### src/hdl/ccar_pkg.sv
// Package for the CRC-32 checked chunk acknowledge receiver.
// Holds the action, operation, result and register codes, the queue entry types
// and the byte-wise CRC-32 function. It depends on nothing.
package ccar_pkg;

    localparam logic [1:0] ACT_START = 2'd0;
    localparam logic [1:0] ACT_BYTE  = 2'd1;
    localparam logic [1:0] ACT_TICK  = 2'd2;

    localparam logic [1:0] OP_START = 2'd0;
    localparam logic [1:0] OP_BAD   = 2'd1;
    localparam logic [1:0] OP_BYTE  = 2'd2;
    localparam logic [1:0] OP_TICK  = 2'd3;

    localparam logic [2:0] KIND_ACK      = 3'd0;
    localparam logic [2:0] KIND_DONE     = 3'd1;
    localparam logic [2:0] KIND_MISMATCH = 3'd2;
    localparam logic [2:0] KIND_TIMEOUT  = 3'd3;
    localparam logic [2:0] KIND_BAD_SIZE = 3'd4;

    localparam logic [7:0] CFG_CHUNK_BYTES = 8'd0;
    localparam logic [7:0] CFG_IDLE_LIMIT  = 8'd1;
    localparam logic [7:0] CFG_MAX_SIZE    = 8'd2;

    localparam logic [16:0] CHUNK_BYTES_RST = 17'd4096;
    localparam logic [15:0] IDLE_LIMIT_RST  = 16'd50;
    localparam logic [31:0] MAX_SIZE_RST    = 32'd16777216;

    localparam logic [31:0] CRC_POLY = 32'hEDB88320;
    localparam logic [31:0] CRC_INIT = 32'hFFFFFFFF;

    typedef struct packed {
        logic [1:0]  op;
        logic [7:0]  data_byte;
        logic [31:0] transfer_size;
        logic        check_crc;
    } t_item;

    typedef struct packed {
        logic [2:0]  kind;
        logic [31:0] byte_count;
        logic [31:0] computed_crc;
        logic        last;
    } t_result;

    typedef struct packed {
        logic [1:0] cnt;
        t_result    r0;
        t_result    r1;
    } t_rsp_pair;

    function automatic logic [31:0] crc_byte(logic [31:0] c, logic [7:0] b);
        logic [31:0] v;
        v = c ^ {24'd0, b};
        for (int k = 0; k < 8; k++) begin
            v = (v >> 1) ^ (CRC_POLY & {32{v[0]}});
        end
        return v;
    endfunction

endpackage

### src/hdl/ccar_front.sv
// Front end of the receiver: takes requests, classifies them and queues them.
// Uses ccar_pkg for the action and operation codes and the queue entry type.
module ccar_front (
    input  logic                  i_clk,
    input  logic                  i_rst_n,
    input  logic                  i_in_valid,
    output logic                  o_in_ready,
    input  logic [1:0]            i_action,
    input  logic [7:0]            i_data_byte,
    input  logic [31:0]           i_transfer_size,
    input  logic                  i_check_crc,
    input  logic [31:0]           i_max_size,
    output logic                  o_item_valid,
    output ccar_pkg::t_item       o_item,
    input  logic                  i_pop
);
    import ccar_pkg::*;

    t_item      r_mem [2];
    logic       r_wp;
    logic       r_rp;
    logic [1:0] r_cnt;
    logic       n_wp;
    logic       n_rp;
    logic [1:0] n_cnt;
    t_item      w_item;
    logic       w_keep;
    logic       w_push;

    assign o_in_ready = (r_cnt != 2'd2);

    always_comb begin
        w_item.data_byte     = i_data_byte;
        w_item.transfer_size = i_transfer_size;
        w_item.check_crc     = i_check_crc;
        w_keep               = 1'b1;
        case (i_action)
            ACT_START: begin
                if ((i_transfer_size == 32'd0) || (i_transfer_size > i_max_size)) begin
                    w_item.op = OP_BAD;
                end else begin
                    w_item.op = OP_START;
                end
            end
            ACT_BYTE: w_item.op = OP_BYTE;
            ACT_TICK: w_item.op = OP_TICK;
            default: begin
                w_item.op = OP_TICK;
                w_keep    = 1'b0;
            end
        endcase
    end

    assign w_push = i_in_valid && o_in_ready && w_keep;

    always_comb begin
        n_wp  = r_wp ^ w_push;
        n_rp  = r_rp ^ i_pop;
        n_cnt = r_cnt + {1'b0, w_push} - {1'b0, i_pop};
    end

    always_ff @(posedge i_clk) begin
        if (!i_rst_n) begin
            r_wp  <= 1'b0;
            r_rp  <= 1'b0;
            r_cnt <= 2'd0;
        end else begin
            r_wp  <= n_wp;
            r_rp  <= n_rp;
            r_cnt <= n_cnt;
        end
    end

    always_ff @(posedge i_clk) begin
        if (w_push) begin
            r_mem[r_wp] <= w_item;
        end
    end

    assign o_item_valid = (r_cnt != 2'd0);
    assign o_item       = r_mem[r_rp];

endmodule

### src/hdl/ccar_back.sv
// Back end of the receiver: transfer state, CRC-32 update, chunk and trailer handling.
// Uses ccar_pkg for the codes, the queue entry types and the CRC function.
module ccar_back (
    input  logic                  i_clk,
    input  logic                  i_rst_n,
    input  logic                  i_item_valid,
    input  ccar_pkg::t_item       i_item,
    input  logic                  i_room,
    output logic                  o_pop,
    output ccar_pkg::t_rsp_pair   o_rsp,
    input  logic [16:0]           i_chunk_bytes,
    input  logic [15:0]           i_idle_limit
);
    import ccar_pkg::*;

    localparam logic [1:0] PH_IDLE    = 2'd0;
    localparam logic [1:0] PH_PAYLOAD = 2'd1;
    localparam logic [1:0] PH_TRAILER = 2'd2;

    logic [1:0]  r_phase, n_phase;
    logic [31:0] r_crc, n_crc;
    logic [31:0] r_target, n_target;
    logic [31:0] r_count, n_count;
    logic [16:0] r_fill, n_fill;
    logic [15:0] r_idle, n_idle;
    logic        r_want, n_want;
    logic [31:0] r_tword, n_tword;
    logic [2:0]  r_tidx, n_tidx;

    assign o_pop = i_item_valid && i_room;

    always_comb begin
        logic [15:0] idle_inc;
        n_phase  = r_phase;
        n_crc    = r_crc;
        n_target = r_target;
        n_count  = r_count;
        n_fill   = r_fill;
        n_idle   = r_idle;
        n_want   = r_want;
        n_tword  = r_tword;
        n_tidx   = r_tidx;
        idle_inc = (r_idle == 16'hFFFF) ? r_idle : r_idle + 16'd1;
        o_rsp.cnt = 2'd0;
        o_rsp.r0  = '0;
        o_rsp.r1  = '0;
        if (o_pop) begin
            case (i_item.op)
                OP_START, OP_BAD: begin
                    n_crc   = CRC_INIT;
                    n_count = 32'd0;
                    n_fill  = 17'd0;
                    n_idle  = 16'd0;
                    n_tword = 32'd0;
                    n_tidx  = 3'd0;
                    if (i_item.op == OP_BAD) begin
                        n_phase   = PH_IDLE;
                        n_target  = 32'd0;
                        n_want    = 1'b0;
                        o_rsp.cnt = 2'd1;
                        o_rsp.r0  = '{KIND_BAD_SIZE, 32'd0, 32'd0, 1'b1};
                    end else begin
                        n_phase  = PH_PAYLOAD;
                        n_target = i_item.transfer_size;
                        n_want   = i_item.check_crc;
                    end
                end
                OP_BYTE: begin
                    if (r_phase == PH_PAYLOAD) begin
                        n_idle  = 16'd0;
                        n_crc   = crc_byte(r_crc, i_item.data_byte);
                        n_count = r_count + 32'd1;
                        n_fill  = r_fill + 17'd1;
                        if (n_count >= r_target) begin
                            n_fill = 17'd0;
                            if (r_want) begin
                                n_phase   = PH_TRAILER;
                                n_tword   = 32'd0;
                                n_tidx    = 3'd0;
                                o_rsp.cnt = 2'd1;
                                o_rsp.r0  = '{KIND_ACK, n_count, ~n_crc, 1'b1};
                            end else begin
                                n_phase   = PH_IDLE;
                                o_rsp.cnt = 2'd2;
                                o_rsp.r0  = '{KIND_ACK, n_count, ~n_crc, 1'b0};
                                o_rsp.r1  = '{KIND_DONE, n_count, ~n_crc, 1'b1};
                            end
                        end else if (n_fill >= i_chunk_bytes) begin
                            n_fill    = 17'd0;
                            o_rsp.cnt = 2'd1;
                            o_rsp.r0  = '{KIND_ACK, n_count, ~n_crc, 1'b1};
                        end
                    end else if (r_phase == PH_TRAILER) begin
                        n_idle  = 16'd0;
                        n_tword = r_tword
                                | ({24'd0, i_item.data_byte} << {r_tidx[1:0], 3'b000});
                        n_tidx  = r_tidx + 3'd1;
                        if (n_tidx[2]) begin
                            n_phase   = PH_IDLE;
                            n_tidx    = 3'd0;
                            o_rsp.cnt = 2'd1;
                            o_rsp.r0  = '{(n_tword == ~r_crc) ? KIND_DONE : KIND_MISMATCH,
                                          r_count, ~r_crc, 1'b1};
                        end
                    end
                end
                OP_TICK: begin
                    if (r_phase == PH_PAYLOAD || r_phase == PH_TRAILER) begin
                        if (idle_inc >= i_idle_limit) begin
                            n_phase   = PH_IDLE;
                            n_idle    = 16'd0;
                            o_rsp.cnt = 2'd1;
                            o_rsp.r0  = '{KIND_TIMEOUT, r_count, ~r_crc, 1'b1};
                        end else begin
                            n_idle = idle_inc;
                        end
                    end
                end
                default: begin
                    n_phase = r_phase;
                end
            endcase
        end
    end

    always_ff @(posedge i_clk) begin
        if (!i_rst_n) begin
            r_phase  <= PH_IDLE;
            r_crc    <= CRC_INIT;
            r_target <= 32'd0;
            r_count  <= 32'd0;
            r_fill   <= 17'd0;
            r_idle   <= 16'd0;
            r_want   <= 1'b0;
            r_tword  <= 32'd0;
            r_tidx   <= 3'd0;
        end else begin
            r_phase  <= n_phase;
            r_crc    <= n_crc;
            r_target <= n_target;
            r_count  <= n_count;
            r_fill   <= n_fill;
            r_idle   <= n_idle;
            r_want   <= n_want;
            r_tword  <= n_tword;
            r_tidx   <= n_tidx;
        end
    end

endmodule

### src/hdl/ccar_outq.sv
// Result queue of the receiver: takes up to two results a cycle, hands out one.
// Uses ccar_pkg for the result types.
module ccar_outq (
    input  logic                  i_clk,
    input  logic                  i_rst_n,
    input  ccar_pkg::t_rsp_pair   i_rsp,
    output logic                  o_room,
    output logic [2:0]            o_level,
    output logic                  o_out_valid,
    input  logic                  i_out_ready,
    output ccar_pkg::t_result     o_result
);
    import ccar_pkg::*;

    t_result    r_mem [4];
    logic [1:0] r_wp, n_wp;
    logic [1:0] r_rp, n_rp;
    logic [2:0] r_cnt, n_cnt;
    logic       w_pop;

    assign o_out_valid = (r_cnt != 3'd0);
    assign o_result    = r_mem[r_rp];
    assign o_room      = (r_cnt <= 3'd2);
    assign o_level     = r_cnt;
    assign w_pop       = o_out_valid && i_out_ready;

    always_comb begin
        n_wp  = r_wp + i_rsp.cnt;
        n_rp  = r_rp + {1'b0, w_pop};
        n_cnt = r_cnt + {1'b0, i_rsp.cnt} - {2'd0, w_pop};
    end

    always_ff @(posedge i_clk) begin
        if (!i_rst_n) begin
            r_wp  <= 2'd0;
            r_rp  <= 2'd0;
            r_cnt <= 3'd0;
        end else begin
            r_wp  <= n_wp;
            r_rp  <= n_rp;
            r_cnt <= n_cnt;
        end
    end

    always_ff @(posedge i_clk) begin
        if (i_rsp.cnt != 2'd0) begin
            r_mem[r_wp] <= i_rsp.r0;
        end
        if (i_rsp.cnt == 2'd2) begin
            r_mem[r_wp + 2'd1] <= i_rsp.r1;
        end
    end

endmodule

### src/hdl/crc32_checked_chunk_ack_receiver.sv
// Receiver for a length-prefixed payload, acknowledged in chunks, with a CRC-32 trailer.
// Top level: configuration registers, front end, back end and result queue.
// Depends on ccar_pkg, ccar_front, ccar_back and ccar_outq.
//
// Usage. A request on the input channel is a start (size and CRC check flag), a
// received byte or an idle tick. The back end produces acknowledgements with the
// cumulative byte count, a done or CRC mismatch verdict, a timeout, or a bad size
// report; each leaves on the result channel with last set on the final result of
// its request. The configuration channel is always ready and should only be
// written while no request is in flight.
// A request is registered in the input queue and its results in the result queue;
// a second result of the same request is written together with the first.
// Throughput is one request per cycle while two result slots are free, set by the
// combinational byte-wise CRC update and state update in the back end.
// A two-entry input queue and a four-entry result queue separate the sides: when
// the receiver stalls, the back end stops once fewer than two result slots are
// free and the input channel stalls when the input queue is full.
// Reset is synchronous and active low; it empties both queues, returns the
// transfer state to idle and loads the register defaults.
module crc32_checked_chunk_ack_receiver (
    input  logic        i_clk,
    input  logic        i_rst_n,
    input  logic        i_in_valid,
    output logic        o_in_ready,
    input  logic [1:0]  i_action,
    input  logic [7:0]  i_data_byte,
    input  logic [31:0] i_transfer_size,
    input  logic        i_check_crc,
    output logic        o_out_valid,
    input  logic        i_out_ready,
    output logic [2:0]  o_kind,
    output logic [31:0] o_byte_count,
    output logic [31:0] o_computed_crc,
    output logic        o_last,
    input  logic        i_cfg_valid,
    output logic        o_cfg_ready,
    input  logic [7:0]  i_cfg_index,
    input  logic [31:0] i_cfg_data
);
    import ccar_pkg::*;

    logic [16:0] r_chunk_bytes;
    logic [15:0] r_idle_limit;
    logic [31:0] r_max_size;
    logic        w_item_valid;
    t_item       w_item;
    logic        w_pop;
    logic        w_room;
    logic [2:0]  w_level;
    t_rsp_pair   w_rsp;
    t_result     w_result;

    assign o_cfg_ready = 1'b1;

    always_ff @(posedge i_clk) begin
        if (!i_rst_n) begin
            r_chunk_bytes <= CHUNK_BYTES_RST;
            r_idle_limit  <= IDLE_LIMIT_RST;
            r_max_size    <= MAX_SIZE_RST;
        end else if (i_cfg_valid && o_cfg_ready) begin
            case (i_cfg_index)
                CFG_CHUNK_BYTES: r_chunk_bytes <= i_cfg_data[16:0];
                CFG_IDLE_LIMIT:  r_idle_limit  <= i_cfg_data[15:0];
                CFG_MAX_SIZE:    r_max_size    <= i_cfg_data;
                default: begin
                    r_max_size <= r_max_size;
                end
            endcase
        end
    end

    ccar_front u_front (
        .i_clk           (i_clk),
        .i_rst_n         (i_rst_n),
        .i_in_valid      (i_in_valid),
        .o_in_ready      (o_in_ready),
        .i_action        (i_action),
        .i_data_byte     (i_data_byte),
        .i_transfer_size (i_transfer_size),
        .i_check_crc     (i_check_crc),
        .i_max_size      (r_max_size),
        .o_item_valid    (w_item_valid),
        .o_item          (w_item),
        .i_pop           (w_pop)
    );

    ccar_back u_back (
        .i_clk         (i_clk),
        .i_rst_n       (i_rst_n),
        .i_item_valid  (w_item_valid),
        .i_item        (w_item),
        .i_room        (w_room),
        .o_pop         (w_pop),
        .o_rsp         (w_rsp),
        .i_chunk_bytes (r_chunk_bytes),
        .i_idle_limit  (r_idle_limit)
    );

    ccar_outq u_outq (
        .i_clk       (i_clk),
        .i_rst_n     (i_rst_n),
        .i_rsp       (w_rsp),
        .o_room      (w_room),
        .o_level     (w_level),
        .o_out_valid (o_out_valid),
        .i_out_ready (i_out_ready),
        .o_result    (w_result)
    );

    assign o_kind         = w_result.kind;
    assign o_byte_count   = w_result.byte_count;
    assign o_computed_crc = w_result.computed_crc;
    assign o_last         = w_result.last;

`ifndef SYNTHESIS
    a_push_needs_pop: assert property (@(posedge i_clk) disable iff (!i_rst_n)
        (w_rsp.cnt != 2'd0) |-> w_pop)
        else $error("Results produced without a request taken from the input queue.");

    a_pop_needs_room: assert property (@(posedge i_clk) disable iff (!i_rst_n)
        w_pop |-> (w_item_valid && (w_level <= 3'd2)))
        else $error("Request taken without a queued request or two free result slots.");

    a_level_bound: assert property (@(posedge i_clk) disable iff (!i_rst_n)
        w_level <= 3'd4)
        else $error("Result queue level exceeds its depth.");
`endif

endmodule

### config.mk
export PLATFORM = sky130hd
export DESIGN_NAME = crc32_checked_chunk_ack_receiver
export DESIGN_NICKNAME = d
export VERILOG_FILES = /design/src/hdl/ccar_pkg.sv /design/src/hdl/ccar_front.sv /design/src/hdl/ccar_back.sv /design/src/hdl/ccar_outq.sv /design/src/hdl/crc32_checked_chunk_ack_receiver.sv
export SDC_FILE = /design/constraint.sdc
export NUM_CORES = 1
export LEC_CHECK = 0
export BUFFER_PORTS_ARGS = -buffer_cell sky130_fd_sc_hd__buf_2
export CAP_MARGIN = 20
export CORE_MARGIN = 2
export CORE_UTILIZATION = 56
export DETAILED_ROUTE_END_ITERATION = 6
export PLACE_DENSITY = 0.84
export SETUP_SLACK_MARGIN = 0.15
export SLEW_MARGIN = 40
export SYNTH_ARGS = -nofsm -noshare
export SYNTH_HDL_FRONTEND = slang
export SYNTH_SLANG_ARGS = --single-unit
### constraint.sdc
create_clock -name i_clk -period 6 [get_ports i_clk]
set_clock_uncertainty 0.1 [all_clocks]
set_input_delay 0.6 -clock i_clk [delete_from_list [all_inputs] [get_ports i_clk]]
set_output_delay 0.6 -clock i_clk [all_outputs]
set_load 0.02 [all_outputs]
==> qor.csv <==
metric;value;unit
worst-path maximum fanout;14;
die height;236.7;um
maximum clock path buffer count;3;
Max-Cap Viols;0;
CP max-delay cell;nor2_1;
Remaining Overflow, GRT;0;
Port Buffer Count;157;
vias in the first global route;22970;
Final WS setup;0.5146;ns
P_leak;11.41;nW
Area growth syn-to-layout;11.64;%
drt wl/cell;22.12;um
most common cell after layout, fill and taps aside;edfxtp_1;
CTS Root Cell;clkbuf_16;
CP startpoint kind;flop;
sequential share of the synthesized area;51.24;%
Crit path largest cell delay;0.64;ns
Worst Hold Class;in -> reg;
share of layout cells above drive strength 1;15.33;%
count of endpoints failing setup in the final report;0;
post-route total power;0.01231;W
CTS hold repair buffers;0;
site row count;85;
die width;236.7;um
Mean Syn Cell Area;10.68;um^2
status;completed;
pre-CTS setup slack;0.3977;ns
most frequent cells in the layout;350 x edfxtp_1, 272 x nand2_1, 247 x dfxtp_1;
RSZ-0062 raised after global routing;false;
Net Count, Synth;3040;
Critical Path RT;6.31;ns
Initial DRC Count;2642;
Worst slew margin;42.95;%
Slew @ Worst Pin;0.8558;ns
Global Route Usage Sum;28.56;%
Initial Util;56.45;%
IO Pins;159;
core footprint;0.05371;mm^2
post-synthesis cell area;0.03032;mm^2
vias per inst;6.425;
asr flop ratio synth;0;%
Remaining DRCs;0;
crit-path cells;ha_1, and3_1, nand4_1, or3_1, and2_1, and3_1, xor2_1, ha_1, a21oi_1, o21ai_0, a311oi_1, o21ai_0, nand2_1, nor2_1, buf_4, a21oi_1, mux2i_1;
library cells used by synthesis;94;
largest net degree at the start of global routing;97;
initial antenna violation count;7;
Syn Inst Count;2839;
CP endpoint kind;flop;
DPL Wire Length;54.79;mm
achievable frequency;182.3;MHz
Primary FF master, synth;edfxtp_1;
Reg clk slew, reported paths;0.06;ns
Final Hold Vio Count;0;
sum of negative setup slack;0;ns
crit path time final;5.485;ns
Final Cycle Share;91.42;%
WP data arrival;5.80;ns
Layout Nets;3112;
Yosys warning total;0;
Synth Register Bits;601;
H-tree levels;2;
final slew viol count;0;
ANT nets after route;0;
Post-synth EDFFs;350;
Fin Hold WS;0.06607;ns
peak supply drop;280.4;uV
via count;23500;
Worst Path Class, Setup;reg -> reg;
P per Cell Area;363.7;mW/mm^2
WL final;80.91;mm
cts bufs inserted;59;
Sink Count;601;
DIE AREA;0.05602;mm^2
Worst-Skew Late Latency;0.65;ns
1st-pass router iterations;5;
first-pass GRT wire length;127.1;mm
CTS tree;built;
GP Congestion;0.9256;
what timing repair did:
item | in CTS | in global routing
gates resized for setup | 0 | 6
setup buffers | 0 | 2
setup endpoints to repair | 0 | 301
synth_stat cells (all sizes together) (4+ instances only):
cell type / instances / area (um^2)
edfxtp: 350 / 10510
nand2: 275 / 1032
dfxtp: 251 / 5025
nor2: 228 / 863.3
a21oi: 190 / 962.2
clkbuf: 140 / 534.3
inv: 134 / 503.0
ha: 112 / 1401
and2: 109 / 681.9
o21ai: 103 / 526.8
xnor2: 80 / 775.7
o2bb2ai: 75 / 656.9
mux4: 68 / 1531
o22ai: 60 / 387.9
a22oi: 59 / 442.9
nor3: 59 / 311.5
buf: 55 / 280.3
xor2: 51 / 555.5
nand3: 47 / 235.2
a31oi: 43 / 269.0
mux2i: 41 / 414.1
o211ai: 31 / 232.7
a22o: 29 / 254.0
and3: 26 / 162.7
nand4: 26 / 162.7
a211oi: 21 / 162.6
nand2b: 21 / 131.4
a21o: 17 / 128.9
nor4: 15 / 100.1
mux2: 11 / 135.1
or3: 11 / 68.82
a221oi: 8 / 70.07
nor2b: 8 / 50.05
o21a: 8 / 60.06
or2: 8 / 50.06
and4: 7 / 61.31
a2111oi: 5 / 62.56
a21boi: 4 / 30.03
a2bb2oi: 4 / 35.03
a32o: 4 / 40.04
nand3b: 4 / 30.03
metal layers:
metal | up-vias | global-route usage [%] | wire length [um]
met3 | 229 | 4.966 | 7979
met5 | - | 0 | 54
met1 | 11390 | 40.11 | 33100
met4 | 8 | 10.82 | 2756
li1 | 10580 | - | -
met2 | 1298 | 44.58 | 37010
critical path: cells and delay by family, from the launching register on:
| kind | cells | cell delay, ns |
|---|---|---|
| and+or+nand+nor | 7 | 2.60 |
| AOI/OAI and AO/OA | 5 | 0.84 |
| adders and majority gates | 2 | 0.50 |
| DFF | 1 | 0.42 |
| buffers and inverters | 1 | 0.33 |
| muxes | 1 | 0.30 |
| xor gates and xnor gates | 1 | 0.16 |
worst paths after layout:
kind                         start              endpoint  slack [ns]  cells after the start
setup / recovery  u_back.r_idle[0]   u_outq.r_mem[3][49]        0.51                     17
hold / removal      i_data_byte[7]  u_front.r_mem[1][40]        0.07                      1
setup reg to reg  u_back.r_idle[0]   u_outq.r_mem[3][49]        0.51                     17
hold reg to reg     r_max_size[23]        r_max_size[23]        0.35                      2
area by class of cell:
class                   instances  area [um^2]
flip-flops and latches        601        15540
fillers                      4033        19860
well taps                     696        870.8
clock buffers                  74         1603
inverters                     134        505.5
clock inverters                37        490.5
repair buffers                205         1264
diodes                          1        2.502
multi-input cells            1910        13560
flip-flops by register name (all words and copies together), names as in the netlist, named ones only:
| register | cells |
|---|---|
| u_outq.r_mem | 272 |
| u_front.r_mem | 86 |
| r_max_size | 32 |
| u_back.r_count | 32 |
| u_back.r_crc | 32 |
| u_back.r_target | 32 |
| u_back.r_tword | 32 |
| r_chunk_bytes | 17 |
| u_back.r_fill | 17 |
| r_idle_limit | 16 |
| u_back.r_idle | 16 |
| u_outq.o_level | 3 |
| u_back.r_phase | 2 |
| u_back.r_tidx | 2 |
| u_front.r_cnt | 2 |
| u_outq.r_rp | 2 |
| u_outq.r_wp | 2 |
| u_back.r_want | 1 |
| u_front.r_rp | 1 |
| u_front.r_wp | 1 |
per-stage QoR:
stage	instance area (um^2)	utilization, %	instances
2_1_floorplan	30320	-	2839
3_5_place_dp	31640	58.92	3540
3_3_place_gp	31600	58.84	3540
6_report	33850	63.02	3658
4_1_cts	33740	62.82	3651
5_1_grt	33850	63.02	3658
where the power goes:
| group | internal [W] | switching [W] |
|---|---|---|
| combinational | 0.00126 | 0.00228 |
| sequential | 0.00463 | 0.000188 |
| clock | 0.00230 | 0.00166 |
kinds of logic after synthesis:
| group | count (synthesis) | synth area share [%] |
|---|---|---|
| AOI/OAI and AO/OA | 691 | 15.19 |
| buffers and inverters | 329 | 4.346 |
| adders and majority gates | 113 | 4.688 |
| muxes | 120 | 6.863 |
| DFF | 601 | 51.24 |
| and+or+nand+nor | 853 | 13.26 |
| other | 1 | 0.01237 |
| xor gates and xnor gates | 131 | 4.391 |
No activity file was read; power rests on OpenSTA's default activity.
